**config.mk**
```make
export PLATFORM = sky130hd
export DESIGN_NAME = wireworld_generation_step_unit
export DESIGN_NICKNAME = d
export VERILOG_FILES = /design/src/design/wwg_pkg.sv /design/src/design/wireworld_generation_step_unit.sv /design/src/design/wwg_cell.sv /design/src/design/wwg_grid.sv
export SDC_FILE = /design/constraint.sdc
export NUM_CORES = 2
export LEC_CHECK = 0
export ABC_AREA = 0
export BUFFER_PORTS_ARGS = -buffer_cell sky130_fd_sc_hd__buf_4
export CAP_MARGIN = 20
export CORE_MARGIN = 2
export CORE_UTILIZATION = 45
export DETAILED_ROUTE_END_ITERATION = 7
export GPL_TIMING_DRIVEN = 0
export PLACE_DENSITY = 0.57
export SYNTH_ARGS = -nofsm -noshare
export SYNTH_HDL_FRONTEND = slang
export SYNTH_HIERARCHICAL = 1
export SYNTH_SLANG_ARGS = --single-unit
```
**constraint.sdc**
```tcl
create_clock -name clk -period 67.9 [get_ports clk]
set_input_delay 20.37 -clock clk [delete_from_list [all_inputs] [get_ports clk]]
set_output_delay 20.37 -clock clk [all_outputs]
set_load 0.01 [all_outputs]
```
**src/design/wwg_pkg.sv**
```systemverilog
// Package with the shared types, codes and constants of the Wireworld generation step unit.
`timescale 1ns / 1ps

package wwg_pkg;

  localparam int GRID_ROWS_DEFAULT = 16;
  localparam int GRID_COLS_DEFAULT = 16;

  localparam int CFG_DATA_W  = 5;
  localparam int CFG_INDEX_W = 1;

  localparam logic [CFG_INDEX_W-1:0] CFG_USED_WIDTH  = 1'd0;
  localparam logic [CFG_INDEX_W-1:0] CFG_USED_HEIGHT = 1'd1;
  localparam logic [CFG_DATA_W-1:0]  CFG_DIM_RESET   = 5'd16;

  localparam logic [1:0] OP_WRITE = 2'd0;
  localparam logic [1:0] OP_STEP  = 2'd1;
  localparam logic [1:0] OP_READ  = 2'd2;

  typedef enum logic [1:0] {
    CELL_EMPTY = 2'd0,
    CELL_HEAD  = 2'd1,
    CELL_TAIL  = 2'd2,
    CELL_WIRE  = 2'd3
  } cell_t;

  typedef struct packed {
    logic [1:0] operation;
    logic [3:0] row_index;
    logic [3:0] column_index;
    logic [1:0] cell_in;
  } in_data_t;

  typedef struct packed {
    logic [1:0] cell_out;
    logic       in_range;
  } out_data_t;

  typedef struct packed {
    logic  step;
    logic  write;
    cell_t wr_cell;
  } cell_ctrl_t;

endpackage

```
**src/design/wireworld_generation_step_unit.sv**
```systemverilog
// Top level of the Wireworld generation step unit: decode, configuration and result register.
`timescale 1ns / 1ps

// Every cell of the grid holds its own state and updates in parallel with its neighbours,
// so a write, a read or a whole generation step completes at the edge that accepts it, and
// the result sits in an output register from the next cycle. A new transaction is taken
// whenever the result register is empty or is being emptied in the same cycle. Reset clears
// all cells to empty at once and sets both used dimensions to 16.
module wireworld_generation_step_unit
  import wwg_pkg::*;
#(
  parameter int GRID_ROWS = GRID_ROWS_DEFAULT,
  parameter int GRID_COLS = GRID_COLS_DEFAULT
) (
  input  logic                   clk,
  input  logic                   rst_n,
  input  logic                   in_valid,
  output logic                   in_ready,
  input  in_data_t               in_data,
  output logic                   out_valid,
  input  logic                   out_ready,
  output out_data_t              out_data,
  input  logic                   cfg_we,
  input  logic [CFG_INDEX_W-1:0] cfg_index,
  input  logic [CFG_DATA_W-1:0]  cfg_wdata
);

  logic [CFG_DATA_W-1:0] used_w_r;
  logic [CFG_DATA_W-1:0] used_h_r;
  logic                  out_valid_r;
  logic                  out_valid_nxt;
  out_data_t             out_data_r;
  out_data_t             out_data_nxt;

  logic                  accept;
  logic                  inside_row;
  logic                  inside_col;
  logic                  in_area;
  cell_ctrl_t            ctrl;
  logic [GRID_ROWS-1:0]  row_act;
  logic [GRID_COLS-1:0]  col_act;
  logic [GRID_ROWS-1:0]  row_hit;
  logic [GRID_COLS-1:0]  col_hit;
  cell_t                 rd_cell;

  assign in_ready = !out_valid_r || out_ready;
  assign accept   = in_valid && in_ready;

  assign inside_row = (in_data.row_index == 4'd0 || {1'b0, in_data.row_index} < used_h_r)
                      && (32'(in_data.row_index) < 32'(GRID_ROWS));
  assign inside_col = (in_data.column_index == 4'd0 || {1'b0, in_data.column_index} < used_w_r)
                      && (32'(in_data.column_index) < 32'(GRID_COLS));
  assign in_area    = inside_row && inside_col;

  for (genvar r = 0; r < GRID_ROWS; r++) begin : g_rdec
    assign row_act[r] = (r == 0) || (32'(used_h_r) > 32'(r));
    assign row_hit[r] = (32'(in_data.row_index) == 32'(r));
  end

  for (genvar c = 0; c < GRID_COLS; c++) begin : g_cdec
    assign col_act[c] = (c == 0) || (32'(used_w_r) > 32'(c));
    assign col_hit[c] = (32'(in_data.column_index) == 32'(c));
  end

  always_comb begin
    ctrl.step    = accept && (in_data.operation == OP_STEP);
    ctrl.write   = accept && (in_data.operation == OP_WRITE) && in_area;
    ctrl.wr_cell = cell_t'(in_data.cell_in);
  end

  wwg_grid #(
    .GRID_ROWS (GRID_ROWS),
    .GRID_COLS (GRID_COLS)
  ) u_grid (
    .clk     (clk),
    .rst_n   (rst_n),
    .ctrl    (ctrl),
    .row_act (row_act),
    .col_act (col_act),
    .row_hit (row_hit),
    .col_hit (col_hit),
    .rd_cell (rd_cell)
  );

  always_comb begin
    out_data_nxt  = out_data_r;
    out_valid_nxt = out_valid_r;
    if (accept) begin
      out_valid_nxt         = 1'b1;
      out_data_nxt.cell_out = 2'd0;
      out_data_nxt.in_range = 1'b0;
      case (in_data.operation)
        OP_STEP: begin
          out_data_nxt.in_range = 1'b1;
        end
        OP_WRITE: begin
          out_data_nxt.in_range = in_area;
        end
        OP_READ: begin
          out_data_nxt.in_range = in_area;
          out_data_nxt.cell_out = in_area ? rd_cell : 2'd0;
        end
        default: begin
          out_data_nxt.in_range = 1'b0;
        end
      endcase
    end else if (out_ready) begin
      out_valid_nxt = 1'b0;
    end
  end

  always_ff @(posedge clk) begin
    if (!rst_n) begin
      used_w_r    <= CFG_DIM_RESET;
      used_h_r    <= CFG_DIM_RESET;
      out_valid_r <= 1'b0;
    end else begin
      out_valid_r <= out_valid_nxt;
      if (cfg_we) begin
        case (cfg_index)
          CFG_USED_WIDTH:  used_w_r <= cfg_wdata;
          CFG_USED_HEIGHT: used_h_r <= cfg_wdata;
          default: begin
          end
        endcase
      end
    end
  end

  always_ff @(posedge clk) begin
    out_data_r <= out_data_nxt;
  end

  assign out_valid = out_valid_r;
  assign out_data  = out_data_r;

endmodule

```
**src/design/wwg_cell.sv**
```systemverilog
// One Wireworld cell: holds its state and updates it from its eight neighbours.
`timescale 1ns / 1ps

module wwg_cell
  import wwg_pkg::*;
(
  input  logic       clk,
  input  logic       rst_n,
  input  cell_ctrl_t ctrl,
  input  logic       active,
  input  logic       sel,
  input  logic [7:0] nbr_head,
  output cell_t      state_o,
  output logic       head_o
);

  cell_t      state_r;
  cell_t      state_nxt;
  logic [3:0] head_cnt;

  assign head_cnt = 4'($countones(nbr_head));

  always_comb begin
    state_nxt = state_r;
    if (ctrl.step && active) begin
      case (state_r)
        CELL_HEAD: state_nxt = CELL_TAIL;
        CELL_TAIL: state_nxt = CELL_WIRE;
        CELL_WIRE: begin
          state_nxt = (head_cnt == 4'd1 || head_cnt == 4'd2) ? CELL_HEAD : CELL_WIRE;
        end
        default: state_nxt = CELL_EMPTY;
      endcase
    end else if (ctrl.write && sel) begin
      state_nxt = ctrl.wr_cell;
    end
  end

  always_ff @(posedge clk) begin
    if (!rst_n) begin
      state_r <= CELL_EMPTY;
    end else begin
      state_r <= state_nxt;
    end
  end

  assign state_o = state_r;
  assign head_o  = active && (state_r == CELL_HEAD);

endmodule

```
**src/design/wwg_grid.sv**
```systemverilog
// Array of Wireworld cells with the neighbour wiring and the read selection.
`timescale 1ns / 1ps

module wwg_grid
  import wwg_pkg::*;
#(
  parameter int GRID_ROWS = GRID_ROWS_DEFAULT,
  parameter int GRID_COLS = GRID_COLS_DEFAULT
) (
  input  logic                 clk,
  input  logic                 rst_n,
  input  cell_ctrl_t           ctrl,
  input  logic [GRID_ROWS-1:0] row_act,
  input  logic [GRID_COLS-1:0] col_act,
  input  logic [GRID_ROWS-1:0] row_hit,
  input  logic [GRID_COLS-1:0] col_hit,
  output cell_t                rd_cell
);

  logic  head_w  [GRID_ROWS][GRID_COLS];
  cell_t state_w [GRID_ROWS][GRID_COLS];

  for (genvar gr = 0; gr < GRID_ROWS; gr++) begin : g_row
    for (genvar gc = 0; gc < GRID_COLS; gc++) begin : g_col
      logic [7:0] nbr;

      for (genvar k = 0; k < 9; k++) begin : g_nbr
        if (k != 4) begin : g_use
          localparam int NR  = gr + k / 3 - 1;
          localparam int NC  = gc + k % 3 - 1;
          localparam int IDX = (k < 4) ? k : k - 1;
          if (NR >= 0 && NR < GRID_ROWS && NC >= 0 && NC < GRID_COLS) begin : g_in
            assign nbr[IDX] = head_w[NR][NC];
          end else begin : g_out
            assign nbr[IDX] = 1'b0;
          end
        end
      end

      wwg_cell u_cell (
        .clk      (clk),
        .rst_n    (rst_n),
        .ctrl     (ctrl),
        .active   (row_act[gr] && col_act[gc]),
        .sel      (row_hit[gr] && col_hit[gc]),
        .nbr_head (nbr),
        .state_o  (state_w[gr][gc]),
        .head_o   (head_w[gr][gc])
      );
    end
  end

  always_comb begin
    logic [1:0] acc;
    acc = 2'd0;
    for (int r = 0; r < GRID_ROWS; r++) begin
      for (int c = 0; c < GRID_COLS; c++) begin
        if (row_hit[r] && col_hit[c]) begin
          acc = acc | state_w[r][c];
        end
      end
    end
    rd_cell = cell_t'(acc);
  end

endmodule

```
==> summary.log <==
INFO  cts            maximum_number_of_buffers_from_clock_root_to_sink=3
INFO  floorplan      top_level_ports=28
INFO  place          gp_congestion=1.11
INFO  grt            grt.overflow.total=0
INFO  routing        route.detailed.vias_per_inst=5.71
INFO  synth          synthFlopType=sky130_fd_sc_hd__dfxtp_1
INFO  synth          ys_warn_count=6
INFO  pwr            totalPowerFinal=1.24mW
INFO  run_status     status=complete, but fails checks
INFO  worst_setup_path crit_required=47.53ns
INFO  grt            first_global_vias=75.9k
INFO  pwr            cellLeakagePower=46.0nW
INFO  pwr            pwr-share-comb=35.0%
INFO  job            cap_violations=0
INFO  final_layout   nets=12.9k
INFO  grt            grt_util_all_layers=33.5%
INFO  routing        detail_route.drc_violations=20
INFO  sta            worstMarginPinSlew=1.40ns
INFO  sta            count_of_endpoints_failing_setup_in_the_final_report=0
INFO  sta            final-hold-violation-count=0
INFO  cts            post-cts-setup-buffers=0
INFO  synth          synth_enable_flop_cells=3
INFO  synth          syn-cell-area=0.0871mm2
INFO  routing        first_drt_pass_iteration_count=8
INFO  cts            clock_latency=0.73ns
INFO  cts            cts_hold_buf=0
INFO  worst_setup_path critical_path.startpoint_type=input pin
INFO  cts            clkTransAtPathRegs=0.06ns
INFO  final_layout   post_route_cells_drive_above_1_share=5.99%
INFO  grt            first_pass_grt_wire_length=490mm
INFO  sta            postLayoutSetupSlackWorst=26.75ns
INFO  sta            max_clock_freq=24.3MHz
INFO  floorplan      die_height=444um
INFO  hold_path      min-delay-path-class=reg2reg
INFO  cts            cts-buffers-inserted=81
INFO  pwr            power.clock.fraction=37.3%
INFO  cts            clock_tree_from_tritoncts=built
INFO  pwr            power-per-cell-area=13.0mW/mm2
INFO  sta            setup_tns_after_final_layout=0ns
INFO  sta            rsz0062_at_grt=no
INFO  routing        aggregate_routed_wire_length=335mm
INFO  synth          synth_cells=10.7k
INFO  worst_setup_path critPathKind=in2out
INFO  final_layout   final_core_util=49.7%
INFO  place          dp_worst_setup_slack=26.74ns
INFO  sta            max-slew-margin-rel=6.61%
INFO  worst_setup_path path_max_fanout=3
INFO  sta            min_period=41.15ns
INFO  sta            clock-skew-final=0.0291ns
INFO  final_layout   area_growth=9.79%
INFO  synth          synth.largest_area_cell=sky130_fd_sc_hd__fa_1
INFO  floorplan      initial_core_utilization=45.3%
INFO  place          post-dp-hpwl=265mm
INFO  pwr            power.switching=472uW
INFO  floorplan      floorplan.die.width=444um
INFO  place          dp.cells=13.5k
INFO  cts            cts.sinks=526
INFO  synth          synth_async_sr_flop_share=0%
INFO  floorplan      floorplan.rows=161
INFO  routing        routed_wire_length_per_instance=24.5um
INFO  worst_setup_path worst_ep_arrival_time=20.78ns
INFO  pwr            internal_power=769uW
INFO  sta            worst_hold_slack=0.536ns
INFO  cts            htreeDepth=3
INFO  pwr            switching_share=38.0%
INFO  synth          yosys.area.top_type_share=23.5%
INFO  floorplan      core_region_area=0.192mm2
INFO  worst_setup_path end_kind=output pin
INFO  routing        first_iter_violations=7478
INFO  sta            slew_violations=0
INFO  pwr            seq_power_share=27.8%
INFO  routing        detailroute.via_count=78.3k
INFO  synth          postSynthRegisterBits=526
INFO  place          placement.io_buffers=26
INFO  routing        detail-route-antenna-nets=0
INFO  pwr            vdd_drop_max=20.2uV
INFO  cts            post_cts_resized=0
INFO  floorplan      design.die.area=0.197mm2
INFO  final_layout   filler_cell_count=18.7k
INFO  synth          synth-seq-area-share=12.1%
INFO  synth          avgSynthCellArea=8.14um2
INFO  run_status     failing_checks=design-rule violations
INFO  place          postPlaceCellArea=0.0928mm2
INFO  synth          synthTopCellsByArea=sky130_fd_sc_hd__fa_1 24%, sky130_fd_sc_hd__inv_1 13%, sky130_fd_sc_hd__dfxtp_1 12%, sky130_fd_sc_hd__ha_1 11%, sky130_fd_sc_hd__and2_1 4.6%
INFO  final_layout   final_cells=13.7k
INFO  grt            grt_start_max_net_pins=146
INFO  cts            cts_root_buffer=sky130_fd_sc_hd__clkbuf_16
INFO  grt            antenna_found_initial=36
INFO  synth          synth_cell_types=58
INFO  final_layout   postLayoutCellArea=0.0956mm2
INFO  sta            min_period_over_period=60.6%
registers in the layout, indices dropped and copies added, names as in the netlist:
signal                             flops
used_w_r                               5
u_grid/g_row.g_col.u_cell/state_o    512
out_data                               3
out_valid                              1
used_h_r                               5
cell type report:
class,instances,area (um2),area share (%)
repair buffers,121,1730,1.80
clock inverters,14,203,0.212
diodes,17,42.5,0.0445
flip-flops and latches,526,10600,11.0
well taps,2526,3160,3.30
multi-input cells,7178,65300,68.3
plain buffers,115,493,0.515
clock buffers,132,2580,2.69
inverters,3086,11600,12.1
path summary, 6_finish.rpt:
path                                                                    to  cells after the start  slack, ns                                                      from
hold reg to reg   u_grid/g_row[4].g_col[12].u_cell/state_o[0]$_SDFFE_PN0P_                      2       0.54  u_grid/g_row[4].g_col[12].u_cell/state_o[0]$_SDFFE_PN0P_
hold / removal    u_grid/g_row[4].g_col[12].u_cell/state_o[0]$_SDFFE_PN0P_                      2       0.54  u_grid/g_row[4].g_col[12].u_cell/state_o[0]$_SDFFE_PN0P_
setup reg to reg   u_grid/g_row[7].g_col[8].u_cell/state_o[1]$_SDFFE_PN0P_                     16      60.95                                  used_h_r[4]$_SDFFE_PN1P_
setup / recovery                                                  in_ready                      3      26.75                                                 out_ready
synth_stat cells (all sizes together), types with 3 or more instances:
master,instances
a2111oi,4
a211o,129
a21boi,5
a21oi,135
a221o,14
a221oi,131
a222oi,4
a22o,46
a22oi,40
a311oi,127
and2,639
and3,6
and3b,256
buf,18
clkbuf,97
dfxtp,523
edfxtp,3
fa,1024
ha,774
inv,3085
mux2i,260
nand2,1272
nand2b,12
nand3,493
nand3b,127
nand4,84
nor2,156
nor2b,8
nor3,150
nor4,20
o2111ai,258
o211a,129
o21ai,14
o22ai,256
o31ai,127
or4,7
xnor2,127
xor2,129
routing by layer:
layer  vias up  GRT usage (%)  share of wire, %
li1      35516              -                 -
met1     38645           41.3                39
met2      3304           50.7                42
met3       843           8.81                10
met4         8           24.3               8.8
met5         -              0             0.018
worst max-delay path, cell delays in order:
cell	delay, ns
sky130_fd_sc_hd__buf_4	0.10
sky130_fd_sc_hd__nand2b_1	0.16
sky130_fd_sc_hd__buf_4	0.15
kinds of logic (layout without fill, tap and decap cells):
| group | count (synthesis) | in the layout | share of synthesized area (%) |
|---|---|---|---|
| adder cells (fa/ha/maj) | 1798 | 1798 | 34.7 |
| multiplexers | 260 | 260 | 2.99 |
| buffers and inverters | 3201 | 3468 | 13.9 |
| other | 2 | 219 | 0.00862 |
| AO/OA/AOI/OAI | 1428 | 1428 | 13.9 |
| XOR/XNOR | 256 | 256 | 2.57 |
| AND/OR/NAND/NOR | 3234 | 3234 | 19.9 |
| flip-flops | 526 | 526 | 12.1 |
power by group through the flow:
stage          clock network, mW  registers (mW)  logic, mW
5_1_grt                    0.477           0.345      0.491
4_1_cts                    0.468           0.343      0.429
3_3_place_gp                   0           0.349      0.416
3_5_place_dp                   0           0.349      0.426
6_report                   0.463           0.345      0.434
2_1_floorplan                  0           0.338      0.316
cell usage in the layout (no fill, tap or decap), types with 14 or more instances in the layout:
cell type                   synthesis  routed
sky130_fd_sc_hd__buf_8              0      37
sky130_fd_sc_hd__clkbuf_1          94     113
sky130_fd_sc_hd__nor3_1           150     146
sky130_fd_sc_hd__xor2_1           129     129
sky130_fd_sc_hd__mux2i_1          260     260
sky130_fd_sc_hd__clkbuf_16          0      87
sky130_fd_sc_hd__buf_4              0      24
sky130_fd_sc_hd__and3b_1          256     256
sky130_fd_sc_hd__fa_1            1024    1024
sky130_fd_sc_hd__diode_2            0      17
sky130_fd_sc_hd__ha_1             774     774
sky130_fd_sc_hd__a22o_1            46      46
sky130_fd_sc_hd__o31ai_1          127     127
sky130_fd_sc_hd__nand2_2          254     254
sky130_fd_sc_hd__xnor2_1          127     127
sky130_fd_sc_hd__dfxtp_1          523     523
sky130_fd_sc_hd__o2111ai_1        258     258
sky130_fd_sc_hd__a221oi_2         127     127
sky130_fd_sc_hd__a311oi_1         127     127
sky130_fd_sc_hd__buf_16             0      15
sky130_fd_sc_hd__buf_6              5      32
sky130_fd_sc_hd__clkbuf_8           0      23
sky130_fd_sc_hd__o211a_1          129     129
sky130_fd_sc_hd__and2_1           639     639
sky130_fd_sc_hd__a21oi_1          135     135
sky130_fd_sc_hd__conb_1             2     202
sky130_fd_sc_hd__nor2_1           156     155
sky130_fd_sc_hd__inv_1           3085    3085
sky130_fd_sc_hd__nand2_1         1018    1018
sky130_fd_sc_hd__buf_2             13      18
sky130_fd_sc_hd__o22ai_1          256     256
sky130_fd_sc_hd__nand3b_1         127     127
sky130_fd_sc_hd__nand4_1           84      84
sky130_fd_sc_hd__nor4_1            19      18
sky130_fd_sc_hd__a221o_1           14      14
sky130_fd_sc_hd__a211o_1          129     129
sky130_fd_sc_hd__nand3_1          493     493
sky130_fd_sc_hd__a22oi_1           40      40
(Power assumes the default switching activity.)
